File: config.mk
export PLATFORM = sky130hd
export DESIGN_NAME = kev_thresh
export DESIGN_NICKNAME = d
export VERILOG_FILES = /design/src/hw/rtl/kev_pkg.sv /design/src/hw/rtl/kev_thresh.sv
export SDC_FILE = /design/constraint.sdc
export NUM_CORES = 1
export LEC_CHECK = 0
export ABC_AREA = 1
export BUFFER_PORTS_ARGS = -buffer_cell sky130_fd_sc_hd__buf_2
export CORE_MARGIN = 4
export CORE_UTILIZATION = 35
export DETAILED_ROUTE_END_ITERATION = 8
export PLACE_DENSITY = 0.61
export SLEW_MARGIN = 20
export SYNTH_ARGS = -nofsm -noshare
export SYNTH_HDL_FRONTEND = slang
export SYNTH_SLANG_ARGS = --single-unit
File: constraint.sdc
create_clock -name clk -period 8.8 [get_ports clk]
set_clock_uncertainty 0.2 [all_clocks]
set_input_delay 0.44 -clock clk [delete_from_list [all_inputs] [get_ports clk]]
set_output_delay 0.44 -clock clk [all_outputs]
set_load 0.02 [all_outputs]
File: src/hw/rtl/kev_pkg.sv
// ----------------------------------------------------------------------------
// kev_pkg: shared definitions for the k-mer extension vote block
// Field widths, choice codes, register indexes and the per-base rating.
// ----------------------------------------------------------------------------
package kev_pkg;

  localparam int FIELD_W    = 16;  // width of every vote count and of depth
  localparam int FACTOR_W   = 16;  // Q4.12 factor width
  localparam int FRAC_BITS  = 12;
  localparam int THR_W      = FIELD_W + FACTOR_W;
  localparam int RATE_W     = 3;
  localparam int CHOICE_W   = 3;
  localparam int RATIO_W    = 3;   // rating threshold register
  localparam int CFG_IDX_W  = 2;
  localparam int CFG_DATA_W = 16;
  localparam int NUM_BASES  = 4;
  localparam int RANK_W     = 2;

  localparam int COUNT_BITS_DEF = 16;

  localparam logic [THR_W-1:0] FLOOR_Q = THR_W'(2) << FRAC_BITS;

  // Choice codes
  localparam logic [CHOICE_W-1:0] CH_A    = 3'd0;
  localparam logic [CHOICE_W-1:0] CH_C    = 3'd1;
  localparam logic [CHOICE_W-1:0] CH_G    = 3'd2;
  localparam logic [CHOICE_W-1:0] CH_T    = 3'd3;
  localparam logic [CHOICE_W-1:0] CH_FORK = 3'd4;
  localparam logic [CHOICE_W-1:0] CH_NONE = 3'd5;

  // Register indexes
  localparam logic [CFG_IDX_W-1:0] REG_VIABLE    = 2'd0;
  localparam logic [CFG_IDX_W-1:0] REG_EXPECTED  = 2'd1;
  localparam logic [CFG_IDX_W-1:0] REG_THRESHOLD = 2'd2;

  // Reset values
  localparam logic [FACTOR_W-1:0] VIABLE_RST    = 16'd819;
  localparam logic [FACTOR_W-1:0] EXPECTED_RST  = 16'd1229;
  localparam logic [RATIO_W-1:0]  THRESHOLD_RST = 3'd2;

  // Rating 0..7 of one base from its all-quality (n) and high-quality (h)
  // votes against the viable (v_q) and expected (e_q) thresholds in Q.12.
  function automatic logic [RATE_W-1:0] rate_base(
    input logic [FIELD_W-1:0] n,
    input logic [FIELD_W-1:0] h,
    input logic [THR_W-1:0]   v_q,
    input logic [THR_W-1:0]   e_q
  );
    logic [THR_W-1:0]   nq;
    logic [THR_W-1:0]   hq;
    logic [RATE_W-1:0]  r;
    nq = THR_W'(n) << FRAC_BITS;
    hq = THR_W'(h) << FRAC_BITS;
    if (n == '0)                          r = 3'd0;
    else if (n == FIELD_W'(1))            r = 3'd1;
    else if (nq < v_q)                    r = 3'd2;
    else if (nq < e_q)                    r = (hq < v_q) ? 3'd3 : 3'd4;
    else if (hq < v_q)                    r = 3'd5;
    else if (hq > v_q && hq < e_q)        r = 3'd6;
    else                                  r = 3'd7;
    return r;
  endfunction

endpackage

File: src/hw/rtl/kev_thresh.sv
// ----------------------------------------------------------------------------
// kev_thresh: threshold stage
// Multiplies depth by both factors, floors at 2.0 and registers the
// thresholds together with the vote counts.
// ----------------------------------------------------------------------------
module kev_thresh #(
  parameter int CNT_W = 16
) (
  input  logic                                   clk,
  input  logic                                   en,
  input  logic [kev_pkg::FIELD_W-1:0]            depth,
  input  logic [kev_pkg::FACTOR_W-1:0]           viable_factor,
  input  logic [kev_pkg::FACTOR_W-1:0]           expected_factor,
  input  logic [CNT_W-1:0]                       hi_in [kev_pkg::NUM_BASES],
  input  logic [CNT_W-1:0]                       lo_in [kev_pkg::NUM_BASES],
  output logic [kev_pkg::THR_W-1:0]              v_q,
  output logic [kev_pkg::THR_W-1:0]              e_q,
  output logic [CNT_W-1:0]                       hi_q [kev_pkg::NUM_BASES],
  output logic [CNT_W-1:0]                       lo_q [kev_pkg::NUM_BASES]
);
  import kev_pkg::*;

  logic [THR_W-1:0] v_prod;
  logic [THR_W-1:0] e_prod;

  assign v_prod = THR_W'(depth) * THR_W'(viable_factor);
  assign e_prod = THR_W'(depth) * THR_W'(expected_factor);

  always_ff @(posedge clk) begin
    if (en) begin
      v_q  <= (v_prod < FLOOR_Q) ? FLOOR_Q : v_prod;
      e_q  <= (e_prod < FLOOR_Q) ? FLOOR_Q : e_prod;
      hi_q <= hi_in;
      lo_q <= lo_in;
    end
  end

endmodule

# == Yosys cells after proc, flatten, opt, wreduce, memory -nomap -nowiden ==
# Index checks and enable logic that the tools add are counted.
# totals
register_bits,192
inputBits,178
output_inout_bits,192
word_cells,14
# classes
n_mul,2
order_cmp,2
# op_table
cell,count
$lt 32x14->1 const B,2
$mul 16x16->32,2

# == Longest topological paths before layout ==
# logic_depth
ltp_word,2
depth_mapped,34
mapped_depth_nobuf,31

# == Least setup slack after synthesis ==
# Ideal clock, no wire load.
# synth_path
path_type,input to register
startpoint,input expected_factor[7] (netlist name)
endpoint,"register e_q[7] (netlist name), data pin"
setup_ps,256
arrival_time_ps,5803
required_time_ps,8344
slack_ps,2541
stages,29
path_buffers,3
path_cell_list,clkbuf_1 -> clkbuf_1 -> nand2_1 -> fa_1 -> inv_1 -> fa_1 -> inv_1 -> fa_1 -> inv_1 -> fa_1 -> fa_1 -> inv_1 -> fa_1 -> inv_1 -> ha_1 -> nand2_1 -> inv_1 -> nand2_1 -> nand2_1 -> nand3b_2 -> nand2_1 -> nand3_1 -> nand2_1 -> nand2_1 -> nor2_1 -> nand2_1 -> nor2_4 -> buf_8 -> nor2_2
# synth_between
elab_chain_cells,2
# synth_rtl
item,line,source
"start, declared",kev_thresh.sv:13,"input logic [kev_pkg::FACTOR_W-1:0] expected_factor,"
$mul 16x16->32 *,kev_thresh.sv:27,assign e_prod = THR_W'(depth) * THR_W'(expected_factor);
$lt 32x14->1,kev_thresh.sv:32,e_q <= (e_prod < FLOOR_Q) ? FLOOR_Q : e_prod;
"end signal, assigned",kev_thresh.sv:32,
"end, declared",kev_thresh.sv:17,"output logic [kev_pkg::THR_W-1:0] e_q,"
# Mark *: on every way between the ends. The rest lies on a longest branch, timed or not.
# A chain may end at the register's enable or synchronous reset.

# == Worst setup path in the final report ==
# layout_path
startpoint,input depth[7] (netlist name)
endpoint,"register v_q[0] (netlist name), data pin"
# layout_between
elab_chain_cells,2
# layout_rtl
item,line,source
"start, declared",kev_thresh.sv:11,"input logic [kev_pkg::FIELD_W-1:0] depth,"
$mul 16x16->32,kev_thresh.sv:26,assign v_prod = THR_W'(depth) * THR_W'(viable_factor);
$lt 32x14->1,kev_thresh.sv:31,v_q <= (v_prod < FLOOR_Q) ? FLOOR_Q : v_prod;
"end signal, assigned",kev_thresh.sv:31,
"end, declared",kev_thresh.sv:16,"output logic [kev_pkg::THR_W-1:0] v_q,"
# No other way between the ends.

==> key figures <==
STA
  – Min Tclk post-route: 6.65 ns
  – Rel. slew slack: 33.0%
  – FMAX: 150 MHz
  – Fin. Hold Viols: 0
  – Actual slew at the worst max-slew pin: 1.01 ns
  – Final setup fails: 0
  – Period utilisation layout: 75.6%
  – Unrepaired setup endpoints after global routing: no
  – Post-Route Setup TNS: 0 ns
  – Max-slew violation count: 0

Cells and area
  – Fillers: 7313
  – Nets@finish: 4254
  – Area delta synth->final: 17.9%
  – Footprint of the multi-input gates: 15500 sq um
  – Reg area: 5770 sq um
  – Share of cells above drive strength 1: 13.0%

CTS
  – Post-CTS Resized: 0
  – Root Driver: clkbuf_16
  – CTS tree: built
  – Post CTS Setup Buffer Count: 0
  – TritonCTS buffer count: 17
  – # H-tree levels: 4
  – Max Buffers Root-to-Sink: 2
  – Clock sinks: 192
  – # hold bufs at CTS: 128
  – CTS clk-pin slew, worst paths: 0.09 ns

Global route
  – First-pass GRT wire length: 110000 um
  – Gr usage total: 17.9%
  – Gr ovfl total: 0
  – Vias in the first global route: 20900
  – Antenna violations before repair: 4
  – Largest net degree at the start of global routing: 76

Yosys
  – Most used DFF post-synth: edfxtp_1
  – Post-synthesis compound-gate area fraction: 0.828%
  – Post-synth EDFFs: 192
  – Syn Nets: 3847
  – Sequential area share after synthesis: 22.8%
  – Xor and xnor area share after synthesis: 0.867%
  – Async SR Flop Fraction: 0%
  – Synth top area cells: fa_1 (31%), edfxtp_1 (23%), nand2_1 (14%), inv_1 (14%), ha_1 (10%)
  – Main combinational cell family by area after synthesis: adder cells
  – Post-synth top area cell: fa_1
  – Most frequent cell after synthesis: nand2_1
  – Netlist Area Pre-Place: 25200 sq um
  – Post-synthesis mux area share: 0%
  – Share of the synthesized area in the top cell type: 30.8%
  – Synthesized netlist cell count: 3073
  – Post-Synth Simple-Gate Area: 18.7%
  – Yosys warning count: 0
  – Synth top cells by count: nand2_1 (961), inv_1 (931), fa_1 (388)
  – Yosys reg bits: 192
  – Synth Area in Adders: 41.1%
  – Synth Area per Inst: 8.21 sq um
  – Yosys cell types: 28

Detailed routing
  – Vias: 19700
  – Iteration-0 DRC Markers: 1148
  – Drt first pass iters: 5
  – DRT antenna net count: 0
  – DRC Markers: 0
  – Vias/cell: 4.44
  – DRT Wirelength: 66800 um
  – DR WL/cell: 15.0 um

Status
  – Status: finished, final reports clean

Placed design
  – IO buf count: 369
  – Gpl congestion: 0.884
  – Final HPWL DP: 52300 um

Worst setup path
  – Slowest cell on crit path: buf_2
  – Most frequent CP cell: fa_1
  – CP peak stage delay: 0.66 ns
  – Worst EP arrival: 6.66 ns
  – Critical path type: input port to flip-flop
  – Crit start category: input port
  – Crit-path max FO: 32
  – CP required: 8.80 ns
  – CP endpoint kind: flip-flop

Hold path
  – Worst min path class: input port to flip-flop

Floorplan
  – Cell Rows: 98
  – Overall die area: 76500 sq um
  – Die Wd: 277 um
  – Initial Utilization: 35.3%
  – Die Y: 277 um
  – Top-Level Pins: 370
  – Core area: 71500 sq um

Run
  – Max-cap viol count: 0
metal layers:
layer	track usage [%]	wire length, um
met1	22.9	28300
met2	31.9	33800
met3	2.36	3160
met4	4.82	1510
met5	0	0
critical path: cells and delay by family:
| family | cells | cell delay [ns] |
|---|---|---|
| and+or+nand+nor | 12 | 1.88 |
| adders and majority gates | 7 | 3.38 |
| buffers and inverters | 6 | 0.90 |
registers in the layout, summed over array words and instances, names as in the netlist:
register  count
lo_q         64
hi_q         64
v_q          32
e_q          32
path summary, 6_finish.rpt:
path       end  cells past startpoint  slack (ns)     start
max     v_q[0]                     25        2.15  depth[7]
min   lo_q[37]                      1        0.29        en
area by class of cell:
type / instances / share of cell area (%)
repair buffers: 503 / 10.7
clock buffers: 17 / 1.43
clock inverters: 15 / 0.568
diodes: 3 / 0.0252
multi-input cells: 1834 / 52.2
inverters: 932 / 11.8
flip-flops and latches: 192 / 19.4
well taps: 950 / 3.99
kinds of logic after synthesis:
group                      after synthesis
and+or+nand+nor                       1175
AOI/OAI and AO/OA                       38
xor gates and xnor gates                25
DFF                                    192
adders and majority gates              596
buffers and inverters                 1047
cell usage in the layout (no fill, tap or decap), types with 10 or more instances in the layout:
| cell | n |
|---|---|
| a21oi_1 | 30 |
| buf_2 | 368 |
| clkbuf_16 | 17 |
| dlygate4sd3_1 | 128 |
| edfxtp_1 | 192 |
| fa_1 | 388 |
| ha_1 | 208 |
| inv_1 | 931 |
| nand2_1 | 961 |
| nand3_1 | 57 |
| nand3b_1 | 10 |
| nand4_1 | 13 |
| nor2_1 | 79 |
| nor2_2 | 29 |
| xnor2_1 | 17 |
metrics by stage:
step / util, % / setup slack, ns / instance area (sq um) / std cells / hold WS, ns
after floorplan: - / 2.54 / 25200 / 3073 / 0.339
after global placement: 39.0 / 1.74 / 27900 / 4283 / 0.416
after detailed placement: 39.0 / 1.70 / 27900 / 4283 / 0.418
after CTS: 41.6 / 2.22 / 29700 / 4443 / 0.283
after global routing: 41.6 / 1.75 / 29800 / 4445 / 0.309
final: 41.6 / 2.15 / 29800 / 4446 / 0.286
Power is left out: the tool's default activity adds up to more than one toggle a clock period on the data nets, which glitch-free logic cannot reach.
